--- src/arc_pkg.sv ---
package arc_pkg;

  localparam int ENTRIES_DEF = 16;

  localparam int OP_W     = 1;
  localparam int ADDR_W   = 8;
  localparam int MAC_W    = 48;
  localparam int PORT_W   = 8;
  localparam int STATUS_W = 3;

  // operation codes
  localparam logic [OP_W-1:0] OP_UPDATE = 1'b0;
  localparam logic [OP_W-1:0] OP_LOOKUP = 1'b1;

  // result status codes
  localparam logic [STATUS_W-1:0] ST_UPDATED  = 3'd0;
  localparam logic [STATUS_W-1:0] ST_INSERTED = 3'd1;
  localparam logic [STATUS_W-1:0] ST_FULL     = 3'd2;
  localparam logic [STATUS_W-1:0] ST_HIT      = 3'd3;
  localparam logic [STATUS_W-1:0] ST_MISS     = 3'd4;

  // one table slot as held in the memory
  typedef struct packed {
    logic [ADDR_W-1:0] net_addr;
    logic [MAC_W-1:0]  mac;
    logic [PORT_W-1:0] port;
  } entry_t;

endpackage

--- src/arc_if.sv ---
interface arc_req_if;
  logic                       valid;
  logic                       ready;
  logic [arc_pkg::OP_W-1:0]   op;
  logic [arc_pkg::ADDR_W-1:0] net_addr;
  logic [arc_pkg::MAC_W-1:0]  mac_addr;
  logic [arc_pkg::PORT_W-1:0] port_index;

  modport source (output valid, op, net_addr, mac_addr, port_index, input ready);
  modport sink   (input valid, op, net_addr, mac_addr, port_index, output ready);
endinterface

interface arc_rsp_if;
  logic                         valid;
  logic                         ready;
  logic [arc_pkg::STATUS_W-1:0] status;
  logic [arc_pkg::MAC_W-1:0]    found_mac;
  logic [arc_pkg::PORT_W-1:0]   found_port;

  modport source (output valid, status, found_mac, found_port, input ready);
  modport sink   (input valid, status, found_mac, found_port, output ready);
endinterface

--- src/address_resolution_cache_core.sv ---
// Channel  Dir  Payload                                   Word accepted when
// req      in   op, net_addr, mac_addr, port_index        req.valid && req.ready
// rsp      out  status, found_mac, found_port             rsp.valid && rsp.ready
//
// Scan: after a word is accepted, each slot scanned takes a memory read,
//   then a compare; a match ends the scan early. The registered read of the
//   table memory splits each slot into these two steps.
// Reset: rst clears the valid flags at once; no clearing pass is needed.
// Stalls: the result sits in an output register; a new word is taken while it
//   waits. A scan that ends while the register is still full holds in place.
module address_resolution_cache_core #(
  parameter int ENTRIES = arc_pkg::ENTRIES_DEF
) (
  input  logic          clk,
  input  logic          rst,
  arc_req_if.sink       req,
  arc_rsp_if.source     rsp
);

  localparam int IDX_W = (ENTRIES > 1) ? $clog2(ENTRIES) : 1;
  localparam logic [IDX_W-1:0] LAST_IDX = IDX_W'(ENTRIES - 1);

  typedef enum logic [1:0] {
    S_IDLE,
    S_READ,
    S_CMP
  } state_t;

  state_t state;

  // latched request
  logic [arc_pkg::OP_W-1:0]   cur_op;
  logic [arc_pkg::ADDR_W-1:0] cur_addr;
  logic [arc_pkg::MAC_W-1:0]  cur_mac;
  logic [arc_pkg::PORT_W-1:0] cur_port;

  // scan pointer and first free slot seen so far
  logic [IDX_W-1:0] idx;
  logic             free_found;
  logic [IDX_W-1:0] free_idx;

  logic [ENTRIES-1:0] valid;

  // table memory, one read port (registered), one write port
  arc_pkg::entry_t mem [ENTRIES];
  arc_pkg::entry_t rd_data;
  arc_pkg::entry_t wr_data;
  logic            mem_we;
  logic [IDX_W-1:0] mem_wa;

  // output register
  logic                         rsp_valid;
  logic [arc_pkg::STATUS_W-1:0] rsp_status;
  logic [arc_pkg::MAC_W-1:0]    rsp_mac;
  logic [arc_pkg::PORT_W-1:0]   rsp_port;

  logic             hit;
  logic             last;
  logic             done;
  logic             out_free;
  logic             issue;
  logic             ins_ok;
  logic [IDX_W-1:0] ins_idx;

  assign hit      = valid[idx] && (rd_data.net_addr == cur_addr);
  assign last     = (idx == LAST_IDX);
  assign done     = hit || last;
  assign out_free = !rsp_valid || rsp.ready;
  // scan finished and the output register can take the result
  assign issue    = (state == S_CMP) && done && out_free;
  // free slot: an earlier one, else the slot under compare
  assign ins_ok   = free_found || !valid[idx];
  assign ins_idx  = free_found ? free_idx : idx;

  assign mem_we  = issue && (cur_op == arc_pkg::OP_UPDATE) && (hit || ins_ok);
  assign mem_wa  = hit ? idx : ins_idx;
  assign wr_data = '{net_addr: cur_addr, mac: cur_mac, port: cur_port};

  always_ff @(posedge clk) begin
    if (mem_we) begin
      mem[mem_wa] <= wr_data;
    end
    rd_data <= mem[idx];
  end

  always_ff @(posedge clk) begin
    if (rst) begin
      state      <= S_IDLE;
      valid      <= '0;
      rsp_valid  <= 1'b0;
      idx        <= '0;
      free_found <= 1'b0;
    end else begin
      if (issue) begin
        rsp_valid <= 1'b1;
      end else if (rsp.ready) begin
        rsp_valid <= 1'b0;
      end
      unique case (state)
        S_IDLE: begin
          if (req.valid) begin
            cur_op     <= req.op;
            cur_addr   <= req.net_addr;
            cur_mac    <= req.mac_addr;
            cur_port   <= req.port_index;
            idx        <= '0;
            free_found <= 1'b0;
            state      <= S_READ;
          end
        end
        S_READ: begin
          state <= S_CMP;
        end
        S_CMP: begin
          if (done) begin
            if (out_free) begin
              state <= S_IDLE;
              if (cur_op == arc_pkg::OP_LOOKUP) begin
                if (hit) begin
                  rsp_status <= arc_pkg::ST_HIT;
                  rsp_mac    <= rd_data.mac;
                  rsp_port   <= rd_data.port;
                end else begin
                  rsp_status <= arc_pkg::ST_MISS;
                  rsp_mac    <= '0;
                  rsp_port   <= '0;
                end
              end else begin
                rsp_mac  <= '0;
                rsp_port <= '0;
                if (hit) begin
                  rsp_status <= arc_pkg::ST_UPDATED;
                end else if (ins_ok) begin
                  rsp_status       <= arc_pkg::ST_INSERTED;
                  valid[ins_idx]   <= 1'b1;
                end else begin
                  rsp_status <= arc_pkg::ST_FULL;
                end
              end
            end
          end else begin
            if (!free_found && !valid[idx]) begin
              free_found <= 1'b1;
              free_idx   <= idx;
            end
            idx   <= idx + IDX_W'(1);
            state <= S_READ;
          end
        end
        default: state <= S_IDLE;
      endcase
    end
  end

  assign req.ready      = (state == S_IDLE);
  assign rsp.valid      = rsp_valid;
  assign rsp.status     = rsp_status;
  assign rsp.found_mac  = rsp_mac;
  assign rsp.found_port = rsp_port;

endmodule

--- src/flat_wrapper.sv ---
// flat-port wrapper written by rule: the top's interface ports become plain ports
module address_resolution_cache_core_flat 
#(
  parameter int ENTRIES = arc_pkg::ENTRIES_DEF
)
  (clk, rst, req_valid, req_op, req_net_addr, req_mac_addr, req_port_index, req_ready, rsp_valid, rsp_status, rsp_found_mac, rsp_found_port, rsp_ready);
  arc_req_if req_i ();
  arc_rsp_if rsp_i ();
  input  logic clk;
  input  logic rst;
  input wire logic [$bits(req_i.valid)-1:0] req_valid;
  input wire logic [$bits(req_i.op)-1:0] req_op;
  input wire logic [$bits(req_i.net_addr)-1:0] req_net_addr;
  input wire logic [$bits(req_i.mac_addr)-1:0] req_mac_addr;
  input wire logic [$bits(req_i.port_index)-1:0] req_port_index;
  output wire logic [$bits(req_i.ready)-1:0] req_ready;
  output wire logic [$bits(rsp_i.valid)-1:0] rsp_valid;
  output wire logic [$bits(rsp_i.status)-1:0] rsp_status;
  output wire logic [$bits(rsp_i.found_mac)-1:0] rsp_found_mac;
  output wire logic [$bits(rsp_i.found_port)-1:0] rsp_found_port;
  input wire logic [$bits(rsp_i.ready)-1:0] rsp_ready;
  assign req_i.valid = req_valid;
  assign req_i.op = req_op;
  assign req_i.net_addr = req_net_addr;
  assign req_i.mac_addr = req_mac_addr;
  assign req_i.port_index = req_port_index;
  assign req_ready = req_i.ready;
  assign rsp_valid = rsp_i.valid;
  assign rsp_status = rsp_i.status;
  assign rsp_found_mac = rsp_i.found_mac;
  assign rsp_found_port = rsp_i.found_port;
  assign rsp_i.ready = rsp_ready;
  address_resolution_cache_core #(.ENTRIES(ENTRIES)) u_core (.clk(clk), .rst(rst), .req(req_i), .rsp(rsp_i));
endmodule
--- config.mk ---
export PLATFORM = sky130hd
export DESIGN_NAME = address_resolution_cache_core_flat
export DESIGN_NICKNAME = d
export VERILOG_FILES = /design/src/arc_pkg.sv /design/src/arc_if.sv /design/src/address_resolution_cache_core.sv /design/src/flat_wrapper.sv
export SDC_FILE = /design/constraint.sdc
export NUM_CORES = 1
export LEC_CHECK = 0
export BUFFER_PORTS_ARGS = -buffer_cell sky130_fd_sc_hd__buf_2
export CAP_MARGIN = 15
export CORE_ASPECT_RATIO = 1.5
export CORE_MARGIN = 3
export CORE_UTILIZATION = 30
export DETAILED_ROUTE_END_ITERATION = 12
export PLACE_DENSITY = 0.42
export SYNTH_ARGS = -nofsm -noshare
export SYNTH_HDL_FRONTEND = slang
export SYNTH_SLANG_ARGS = --single-unit
--- constraint.sdc ---
create_clock -name clk -period 12.35 [get_ports clk]
set_clock_uncertainty 0.2 [all_clocks]
set_input_delay 2.47 -clock clk [delete_from_list [all_inputs] [get_ports clk]]
set_output_delay 2.47 -clock clk [all_outputs]
set_load 0.01 [all_outputs]
Yosys cells after proc, flatten, opt, wreduce, memory -nomap -nowiden. Memory sizes are Yosys's and may differ from the RTL's. A register that Yosys moved wholly into a read port is not among the register bits. Cells that the tools add are included.

Flip-flop bits (word level): 152. RAM bits: 1024. Output and inout bits: 61. Logic and storage cells: 81. Memories kept: 1.

Add/sub/neg operators: 1. Magnitude comparators: 3. Eq/ne operators: 8. Mux-type cells: 25. Bitwise logic cells: 5. Reductions and logical operators: 25.

Memories: u_core.mem (words 16, bits a word 64, read ports 1, clocked after memory_dff 1, write ports 1, RTL line address_resolution_cache_core.sv:45) `arc_pkg::entry_t mem [ENTRIES];`.

Operators with widths (number): two-way mux 4 bit (4); OR 16 bit (1); AND reduction 4 bit (3); less-than comparator 4 x 5 -> 1 bit, second input constant (2); two-way mux 1 bit (9); two-way mux 3 bit (3); equality test 8 bit (1); two-way mux 2 bit (4); one-hot mux 4 bit (2 select lines) (1); logical AND 1 bit (7); inequality test 2 bit, second input constant (3); one-hot mux 2 bit (3 select lines) (1); AND reduction 3 bit (2); AND reduction 6 bit (1); adder 4 x 1 -> 4 bit, second input constant (1); binary-select mux 1 bit (select 4 bit) (1); demux 1 bit (select 4 bit) (1); equality test 4 bit, second input constant (1); greater-or-equal comparator 4 x 1 -> 1 bit, second input constant (1); logical OR 1 bit (4); NOT 1 bit (4); AND reduction 2 bit (2); nonzero test 2 bit (2); logical NOT 1 bit (3); 5 further kinds (5).

Longest topological paths before layout. Gate-level depths: netlist of the first run.

Depth in word-level cells: 10. Gate-level depth with buffers: 9. Gate-level depth less buffers: 6.

Worst setup path after synthesis of the first run. No wires, ideal clock.

Kind: input to register. Start: input rsp_ready. End: memory u_core.mem[1][0] (netlist bit), enable pin. Library setup time: 0.565 ns. Data arrival time: 7.920 ns. Data required time: 11.585 ns. Slack: 3.666 ns. Stages on the path: 7. Path through: nand2b_1 -> nand2_1 -> or2_1 -> buf_1 -> nand2b_1 -> mux2_2 -> nor3_1.

Longest elaborated chain between the ends: 6.

Ends and longest elaborated chain: from (decl) (RTL line flat_wrapper.sv:21) `input wire logic [$bits(rsp_i.ready)-1:0] rsp_ready;`; logical OR 1 bit (RTL line address_resolution_cache_core.sv:68) `assign out_free = !rsp_valid || rsp.ready;`; logical AND 1 bit (RTL line address_resolution_cache_core.sv:70) `assign issue = (state == S_CMP) && done && out_free;`; logical AND 1 bit (2 in series) (RTL line address_resolution_cache_core.sv:75) `assign mem_we = issue && (cur_op == arc_pkg::OP_UPDATE) && (hit || ins_ok);`; two-way mux 1 bit (RTL line address_resolution_cache_core.sv:80) `if (mem_we) begin`; two-way mux 1 bit (implied by the code) (RTL line address_resolution_cache_core.sv:81) `mem[mem_wa] <= wr_data;`; to (decl) (RTL line address_resolution_cache_core.sv:45).

No other way between the ends.

Final worst setup path of the first run.
Start: input rsp_ready. End: memory u_core.mem[4][27] (netlist bit), enable pin.

The elaborated chain is that of the path after synthesis.

==> summary.txt, run 1 <==
Run status
  • Status: finished clean

STA
  • Slew margin rel.: 28.8%
  • Setup TNS: 0 ps
  • Min Tclk post-route: 5390 ps
  • RSZ-0062 raised after global routing: no
  • Final Cycle Share: 43.7%
  • FMAX: 185 MHz
  • Final Hold Viols: 0
  • Setup violations, final: 0
  • Final Max Tran Viols: 0
  • Measured slew at the worst slew-check pin: 1040 ps

Synthesis
  • Post-synth top area cell: edfxtp_1
  • Yosys reg bits: 1240
  • Synth Instances: 1880
  • Syn. warnings: 0
  • Seq/Total Area, Yosys: 80.0%
  • Area share of the largest cell type after synthesis: 76.1%
  • Ranking of synthesized cells by area: edfxtp_1, mux4_2, dfxtp_1, and2_1, clkbuf_1
  • Syn_area_per_cell: 24.2 um2
  • Net Count, Synth: 1950
  • Post-synth cell types: 43
  • Cell area after synthesis: 0.0455 mm2

Routing
  • Via count: 19588
  • Number of remaining DRC errors: 0
  • 1st-pass router iterations: 5
  • Vias per cell: 4.74
  • Routed len/inst: 26.3 um
  • Final WL: 109 mm
  • Antenna Violating Nets Remaining: 0
  • First DRT Iteration DRCs: 1347

Finish
  • Layout Cells excl Fill: 4130
  • Area Growth Syn to Fin: 16.1%
  • Leading cell types in the layout, fill and taps excluded: edfxtp_1, mux4_2, buf_2, clkbuf_16, dfxtp_1
  • Layout cells sized above 1: 33.2%
  • Number of fill cells in the layout: 13897
  • Multi-input logic area: 0.00880 mm2
  • Design area: 0.0528 mm2
  • Sequential Area: 0.0364 mm2
  • Final Net Count: 2155
  • Most common cell after layout, fill and taps aside: edfxtp_1

Setup path
  • Crit path required time: 12500 ps
  • Critical Path End: u_core.mem[4][27]
  • Slowest CP cell: nor3_2
  • Worst Setup End Kind: flip-flop
  • Worst Setup Start Kind: primary input
  • Crit-path max FO: 54
  • Slowest cell delay on critical path: 920 ps
  • Cell family with most CP delay: simple AND/OR/NAND/NOR gates
  • CP bufs+invs: 2
  • R2R depth: 7
  • R2R Path End: u_core.mem[4][27]
  • Crit-path cells: buf_2 > nand2b_1 > nand2_1 > or2_1 > nor2_1 > mux2i_1 > nor3_2 > buf_4
  • Arrival time of the worst setup path: 5540 ps
  • CP Launch Point: rsp_ready
  • Critical path class: primary input to flip-flop
  • Crit path depth: 8
  • Worst R2R Setup Slack: 7070 ps
  • Worst flop-to-flop path startpoint: u_core.cur_addr[7]

Placement
  • Post-DP HPWL: 59.8 mm
  • I/O Buffers: 129
  • Dpl cell area: 0.0486 mm2
  • Placed Cells: 3898
  • GP Congestion: 0.755

Floorplan
  • FP Rows: 174
  • Die Ht: 483 um
  • Initial Util: 30.3%
  • Die area: 0.156 mm2
  • I/O pin cnt: 130
  • Die Wd: 324 um
  • CORE AREA: 0.150 mm2

Clocking
  • CTS sink cnt: 1240
  • Hold buffers post-CTS: 0
  • Postcts setup bufs: 0
  • Total CTS buffers: 121
  • Worst-skew pair later-pin latency: 750 ps
  • CTS tree: done
  • Reg clk slew, reported paths: 60 ps
  • H-tree level count: 3
  • CTS resizes: 0
  • Root buf cell: clkbuf_16
  • CTS Buffer Depth: 3

Pwr
  • Max rail drop VDD: 112 uV
  • Cell Pwr Density: 163 mW/mm2
  • P_leak: 16.3 nW

Global routing
  • Total track usage: 14.1%
  • First-pass GRT wire length: 158 mm
  • Antenna violations before repair: 5
  • Number of global-route vias before repair: 21817
  • Pin count of the biggest net entering global routing: 61
  • Overflow after GRT: 0

Flow run
  • Max cap viols: 0

Hold path
  • Hold path depth: 2
  • Hold Path Class: flip-flop to flip-flop
## state kept, by name, summed over array words and instances, names as in the netlist
name / cells
u_core.rsp.valid: 1
u_core.cur_addr: 8
u_core.idx: 4
u_core.rsp.status: 3
u_core.free_found: 1
u_core.rsp.found_mac: 48
u_core.cur_port: 8
u_core.mem: 1024
u_core.rsp.found_port: 8
u_core.cur_op: 1
u_core.rd_data: 64
u_core.cur_mac: 48
u_core.state: 2
u_core.free_idx: 4
u_core.valid: 16
## worst min-delay path, delay by kind of cell, from the launching register on
family | cells | cell delay, ps
and+or+nand+nor | 1 | 70
DFF | 1 | 330
AOI/OAI and AO/OA | 1 | 40
## through the flow
step	hold slack [ps]	utilization [%]	total power [W]	setup slack (ps)
floorplan	206	-	0.00478	3670
global placement	243	32.4	0.00484	6250
detailed placement	267	32.4	0.00484	6090
CTS	282	35.1	0.00874	6900
global route	298	35.1	0.00891	6740
finish	275	35.1	0.00859	6960
## report_power, final
| part | internal [W] | switching [W] |
|---|---|---|
| combinational | 0.0000559 | 0.0000537 |
| sequential | 0.00459 | 0.0000493 |
| clock | 0.00220 | 0.00164 |
| total | 0.00684 | 0.00175 |
## cell families (layout without fill, tap and decap cells)
| family | count (synthesis) | count (layout) | synth area share [%] |
|---|---|---|---|
| other cells | 0 | 3 | 0 |
| simple gates | 153 | 153 | 1.83 |
| xor+xnor | 8 | 8 | 0.154 |
| compound gates | 49 | 49 | 0.795 |
| mux | 331 | 331 | 16.3 |
| buf+inv | 98 | 409 | 0.919 |
| flops | 1240 | 1240 | 80.0 |
| fa+ha+maj | 1 | 1 | 0.0275 |
## layer usage
layer	vias to the layer above	track usage, %	wire length [um]
met5	-	0	30
met4	4	4.11	2220
met1	10667	17.5	44100
li1	8385	-	-
met3	134	2.28	4310
met2	398	25.4	57900
## cell usage after synthesis, drive strengths merged
| master | count |
|---|---|
| o31ai | 1 |
| nand2b | 2 |
| mux4 | 324 |
| and2 | 59 |
| edfxtp | 1152 |
| a21o | 1 |
| a41oi | 1 |
| a31oi | 21 |
| xor2 | 8 |
| nor2 | 33 |
| nor3b | 2 |
| nand3 | 6 |
| or2 | 2 |
| mux2 | 2 |
| clkbuf | 48 |
| nand3b | 4 |
| nor3 | 19 |
| o32a | 5 |
| a211oi | 1 |
| o21ai | 2 |
| inv | 5 |
| ha | 1 |
| o21ba | 1 |
| a32oi | 3 |
| nor4 | 3 |
| and3 | 1 |
| buf | 44 |
| nand2 | 12 |
| nor2b | 5 |
| mux2i | 5 |
| clkinv | 1 |
| and4 | 1 |
| dfxtp | 88 |
| or3 | 3 |
| a21oi | 13 |
| nand4b | 1 |
## how the worst min path moves through the flow
stage,start,end,slack (ps)
global route,u_core.valid[7],u_core.valid[7],300
floorplan,u_core.idx[3],u_core.free_idx[3],210
finish,u_core.valid[0],u_core.valid[0],280
global placement,u_core.valid[8],u_core.valid[8],240
CTS,u_core.valid[5],u_core.valid[5],280
detailed placement,u_core.valid[7],u_core.valid[7],270
## area by class of cell
class / instances / share of cell area (%)
clock inverters: 79 / 1.83
well taps: 1936 / 4.59
clock buffers: 150 / 6.08
flip-flops and latches: 1240 / 68.9
diodes: 3 / 0.0142
multi-input cells: 542 / 16.7
inverters: 6 / 0.0522
repair buffers: 174 / 1.86
(Power assumes the default switching activity.)
==> inputs of run 2 (changes only) <==
- ABC_AREA: not set -> 1
- PLACE_DENSITY: 0.42 -> 0.44
- clock period: 12.35 -> 4.65 ns (I/O delays scaled with it)
==> summary.txt, run 2 <==
Setup path
  • R2R Path End: u_core.mem[15][10]
  • Crit-path max FO: 19
  • Critical path class: flip-flop to flip-flop
  • Slowest cell delay on critical path: 650 ps
  • Worst Setup Start Kind: flip-flop
  • R2R depth: 11
  • Worst flop-to-flop path startpoint: u_core.cur_addr[1]
  • Crit path required time: 4880 ps
  • Worst Setup End Kind: flip-flop
  • Slowest CP cell: edfxtp_1
  • Arrival time of the worst setup path: 4170 ps
  • CP bufs+invs: 1
  • Worst R2R Setup Slack: 720 ps
  • Crit-path cells: xor2_1 > nor2_1 > nand2_1 > nor2_1 > nand2_4 > nand2_1 > nand2_1 > nor2_1 > nand2_1 > nor2_4 > buf_12
  • Cell family with most CP delay: simple AND/OR/NAND/NOR gates
  • Most used cell, CP: nand2_1

Global routing
  • Pin count of the biggest net entering global routing: 190
  • Total track usage: 16.4%
  • Overflow after GRT: 0
  • Antenna violations before repair: 3
  • Number of global-route vias before repair: 27878
  • First-pass GRT wire length: 194 mm

Synthesis
  • Synth Instances: 3291
  • Commonest cells post-synth: edfxtp_1, nor2_1, o21ai_0, clkbuf_1, o221ai_1
  • Async S/R FF share, synth: 0%
  • Net Count, Synth: 3361
  • Yosys reg bits: 1240
  • Seq/Total Area, Yosys: 78.5%
  • Post-synth cell types: 27
  • Cell with the most instances after synthesis: edfxtp_1
  • Ranking of synthesized cells by area: edfxtp_1, o21ai_0, nor2_1, dfxtp_1, o221ai_1
  • Post-synth top flop: edfxtp_1
  • Post-synth top area cell: edfxtp_1
  • Area share of the largest cell type after synthesis: 74.6%
  • Syn. warnings: 0
  • Syn_area_per_cell: 14.1 um2
  • Cell area after synthesis: 0.0463 mm2
  • Post-synth EDFFs: 1152

Pwr
  • Cell Pwr Density: 447 mW/mm2
  • P_leak: 17.1 nW
  • Pwr Total: 0.0240 W
  • Max rail drop VDD: 303 uV

Finish
  • Top reg by flops: u_core.mem
  • Layout cells sized above 1: 12.0%
  • Leading cell types in the layout, fill and taps excluded: edfxtp_1, nor2_1, o21ai_0, o221ai_1, buf_2
  • Final Net Count: 3448
  • Number of fill cells in the layout: 14880
  • Area Growth Syn to Fin: 15.6%
  • Most common cell after layout, fill and taps aside: edfxtp_1
  • Top flop regs: u_core.mem x1024, u_core.rd_data x64
  • Max reg flops: 1024

STA
  • Final Cycle Share: 84.6%
  • Slew margin rel.: 28.6%
  • Final Hold Viols: 0
  • Final Max Tran Viols: 0
  • Setup violations, final: 0
  • Hold WS: 169 ps
  • FMAX: 254 MHz
  • Measured slew at the worst slew-check pin: 1070 ps
  • RSZ-0062 raised after global routing: no
  • Min Tclk post-route: 3930 ps

Clocking
  • CTS tree: done
  • H-tree level count: 3
  • CTS sink cnt: 1240
  • Total CTS buffers: 118
  • Hold buffers post-CTS: 0
  • Worst-skew pair later-pin latency: 730 ps
  • Reg clk slew, reported paths: 60 ps
  • CTS Buffer Depth: 3
  • Root buf cell: clkbuf_16
  • CTS resizes: 0
  • Postcts setup bufs: 0

Routing
  • First DRT Iteration DRCs: 2079
  • Via count: 27360
  • Number of remaining DRC errors: 0
  • Vias per cell: 4.95
  • Final WL: 133 mm
  • Antenna Violating Nets Remaining: 0
  • 1st-pass router iterations: 5
  • Routed len/inst: 24.1 um

Placement
  • GP Congestion: 0.767
  • I/O Buffers: 129
  • Post-DP HPWL: 73.2 mm

Hold path
  • Hold path depth: 1
  • Hold Startpoint: req_mac_addr[3]
  • WHS Endpoint: u_core.cur_mac[3]
  • Hold Path Class: primary input to flip-flop

Run status
  • Status: finished clean

Floorplan
  • Initial Util: 30.2%
  • Die Wd: 327 um
  • FP Rows: 176
  • Die Ht: 487 um
  • CORE AREA: 0.153 mm2
  • I/O pin cnt: 130
  • Die area: 0.159 mm2

Flow run
  • Max cap viols: 0
## run 2: metrics by stage
step	util (%)	TNS, ps	area, um2	setup WS (ps)	cells
after floorplan	-	-417330	46300	-409	3291
after global placement	32.3	0	49600	724	5305
after detailed placement	32.3	0	49600	725	5305
after CTS	34.9	0	53600	706	5524
after global routing	34.9	0	53600	525	5525
final	34.9	0	53600	715	5527
## run 2: how the worst max path moves through the flow
stage / cells after the start / to / slack (ps) / from
floorplan: 11 / u_core.mem[4][0] / -410 / u_core.cur_addr[7]
global placement: 11 / u_core.mem[15][13] / 720 / u_core.idx[2]
detailed placement: 11 / u_core.mem[15][19] / 720 / u_core.idx[2]
CTS: 11 / u_core.mem[15][24] / 710 / u_core.idx[2]
global route: 11 / u_core.mem[15][15] / 520 / u_core.cur_addr[2]
finish: 11 / u_core.mem[15][10] / 720 / u_core.cur_addr[1]
## run 2: kinds of logic (layout without fill, tap and decap cells)
family / Yosys count / in the layout / synth area share (%)
AO/OA/AOI/OAI: 890 / 890 / 11.7
XOR/XNOR: 9 / 9 / 0.170
adder cells (fa/ha/maj): 1 / 1 / 0.0270
buffers and inverters: 320 / 506 / 2.64
flip-flops: 1240 / 1240 / 78.5
other: 0 / 3 / 0
AND/OR/NAND/NOR: 831 / 831 / 6.99
## run 2: final cells by class
| cell class | instances | area (um2) | area share, % |
|---|---|---|---|
| Inverter | 93 | 369 | 0.689 |
| Sequential cell | 1240 | 36400 | 67.9 |
| Timing Repair Buffer | 194 | 1420 | 2.65 |
| Clock inverter | 61 | 644 | 1.20 |
| Clock buffer | 158 | 3300 | 6.15 |
| Multi-Input combinational cell | 1731 | 8900 | 16.6 |
| Tap cell | 2047 | 2560 | 4.78 |
| Antenna cell | 3 | 7.51 | 0.0140 |
## run 2: worst register-to-register path: stages (launching register included)
cell and delay, ps:
edfxtp_1 650, xor2_1 270, nor2_1 140, nand2_1 110
nor2_1 350, nand2_4 210, nand2_1 130, nand2_1 110
nor2_1 270, nand2_1 300, nor2_4 620, buf_12 270
## run 2: power by group
part / total (W) / internal, W / switching, W / leakage (nW)
Sequential: 0.0125 / 0.0123 / 0.000215 / 11.0
Combinational: 0.00160 / 0.000424 / 0.00117 / 4.16
Clock: 0.00985 / 0.00559 / 0.00426 / 1.94
## run 2: per-layer routing
layer	GRT usage, %	wire length (um)
met4	5.90	4030
met3	1.98	4870
met2	28.1	65900
met5	0	0
met1	21.5	58400
==> inputs of run 3 (changes only) <==
- ABC_AREA: 1 -> 0
- clock period: 4.65 -> 3.4 ns (I/O delays scaled with it)
==> summary.txt, run 3 (synthesized netlist as in run 1, its figures left out) <==
Setup path
  • Arrival time of the worst setup path: 3460 ps
  • Worst Setup End Kind: flip-flop
  • Worst flop-to-flop path startpoint: u_core.cur_addr[5]
  • Crit-path max FO: 46
  • R2R depth: 8
  • R2R Path End: u_core.mem[11][34]
  • Worst Setup Start Kind: flip-flop
  • Crit path required time: 3590 ps
  • Worst R2R Setup Slack: 130 ps
  • Critical path class: flip-flop to flip-flop

Hold path
  • Hold Path Class: primary input to flip-flop
  • Hold path depth: 3
  • WHS Endpoint: u_core.rsp.valid
  • Hold Startpoint: rsp_ready

Global routing
  • First-pass GRT wire length: 160 mm
  • Pin count of the biggest net entering global routing: 94
  • Number of global-route vias before repair: 21964
  • Overflow after GRT: 0
  • Antenna violations before repair: 11
  • Total track usage: 14.3%

Finish
  • Max reg flops: 1024
  • Final Net Count: 2289
  • Layout cells sized above 1: 33.8%
  • Multi-input logic area: 0.00894 mm2
  • Most common cell after layout, fill and taps aside: edfxtp_1
  • Sequential Area: 0.0364 mm2
  • Area Growth Syn to Fin: 20.3%
  • Top reg by flops: u_core.mem
  • Design area: 0.0547 mm2
  • Layout Cells excl Fill: 4261
  • Top flop regs: u_core.mem x1024, u_core.rd_data x64
  • Number of fill cells in the layout: 13673
  • Leading cell types in the layout, fill and taps excluded: edfxtp_1, mux4_2, buf_2, clkbuf_16, dfxtp_1

STA
  • Setup violations, final: 0
  • FMAX: 306 MHz
  • Final Hold Viols: 0
  • Setup TNS: 0 ps
  • Slew margin rel.: 30.4%
  • Final Cycle Share: 96.2%
  • Measured slew at the worst slew-check pin: 1040 ps
  • RSZ-0062 raised after global routing: no
  • Final Max Tran Viols: 0
  • Min Tclk post-route: 3270 ps

Pwr
  • Cell Pwr Density: 566 mW/mm2
  • Combinational power share: 1.7%
  • Switching pwr: 0.00626 W
  • Sequential share of power: 54.4%
  • Pwr Total: 0.0309 W
  • Switch share: 20.2%
  • Int Power: 0.0247 W
  • Clock Power Share: 43.9%
  • P_leak: 17.2 nW
  • Max rail drop VDD: 403 uV

Routing
  • Final WL: 110 mm
  • 1st-pass router iterations: 5
  • Antenna Violating Nets Remaining: 0
  • First DRT Iteration DRCs: 1628
  • Number of remaining DRC errors: 0
  • Vias per cell: 4.74
  • Via count: 20213
  • Routed len/inst: 25.9 um

Clocking
  • Root buf cell: clkbuf_16
  • Total CTS buffers: 118
  • Worst-skew pair later-pin latency: 750 ps
  • CTS tree: done
  • CTS Buffer Depth: 3
  • CTS sink cnt: 1240
  • H-tree level count: 3
  • Reg clk slew, reported paths: 60 ps

Floorplan
  • Die Wd: 324 um
  • Die area: 0.156 mm2
  • FP Rows: 174
  • Initial Util: 30.3%
  • I/O pin cnt: 130
  • CORE AREA: 0.150 mm2
  • Die Ht: 483 um

Placement
  • Placed Cells: 3968
  • Post-DP HPWL: 66.5 mm
  • I/O Buffers: 129
  • Dpl cell area: 0.0500 mm2
  • GP Congestion: 0.746

Flow run
  • Max cap viols: 0

Run status
  • Status: finished clean
==> run 3: cell types whose count changed in the layout (fill, tap and decap cells not counted), sizes merged, moves of 66 or more <==
cell | previous run | this run
mux4 | 0 | 324
nor2 | 630 | 33
o22ai | 85 | 0
dlygate4sd3 | 0 | 66
o221ai | 171 | 0
o211ai | 85 | 0
o21ai | 528 | 2
inv | 99 | 15
nand2 | 119 | 12
nand3 | 76 | 6
==> run 3: how the worst max path moves through the flow <==
stage	start	to	slack, ps	cells past startpoint
after floorplan	u_core.idx[1]	u_core.mem[13][0]	-710	7
after global placement	rsp_ready	u_core.mem[11][34]	170	8
after detailed placement	u_core.idx[1]	u_core.mem[7][31]	130	7
after CTS	u_core.cur_addr[5]	u_core.mem[15][5]	60	10
after global routing	u_core.cur_addr[5]	u_core.mem[1][21]	40	8
final	u_core.cur_addr[5]	u_core.mem[11][34]	130	8
==> run 3: critical path: stages, from the launching register on <==
cell and delay (ps):
edfxtp_1 480, xor2_1 200, nor4_1 370, buf_4 210, and2_4 200, nand2_4 90, mux2_4 430, nor3_4 280
buf_12 360
==> run 3: cell type report <==
| cell class | count | area share (%) |
|---|---|---|
| Sequential cell | 1240 | 66.5 |
| Multi-Input combinational cell | 542 | 16.3 |
| Clock buffer | 153 | 5.77 |
| Timing Repair Buffer | 311 | 5.33 |
| Tap cell | 1936 | 4.43 |
| Clock inverter | 72 | 1.58 |
| Inverter | 6 | 0.0503 |
| Antenna cell | 1 | 0.00458 |
==> run 3: power groups by stage <==
| stage | sequential (W) | combinational, W | clock [W] |
|---|---|---|---|
| detailed placement | 0.0172 | 0.000481 | 0 |
| global placement | 0.0172 | 0.000480 | 0 |
| CTS | 0.0168 | 0.000545 | 0.0141 |
| finish | 0.0168 | 0.000524 | 0.0136 |
| global route | 0.0168 | 0.000569 | 0.0147 |
| floorplan | 0.0171 | 0.000290 | 0 |
==> run 3: what timing repair did <==
action	CTS	global route
setup buffers	0	1
resized for setup	0	0
hold endpoints to repair	66	0
endpoints found under the setup margin	0	27
hold buffers	66	0
==> run 3: layer usage <==
layer	share of wire, %	up-vias	track usage, %
met3	4.0	135	2.10
met1	45	10944	19.8
met2	49	466	23.2
met4	2.4	0	4.54
li1	-	8668	-
met5	0	-	0
==> run 3: stage by stage <==
stage	setup slack [ps]	util (%)	hold slack, ps
floorplan	-710	-	206
global placement	170	33.3	260
detailed placement	130	33.3	254
CTS	62.0	36.4	56.2
global route	42.5	36.4	123
finish	128	36.4	170
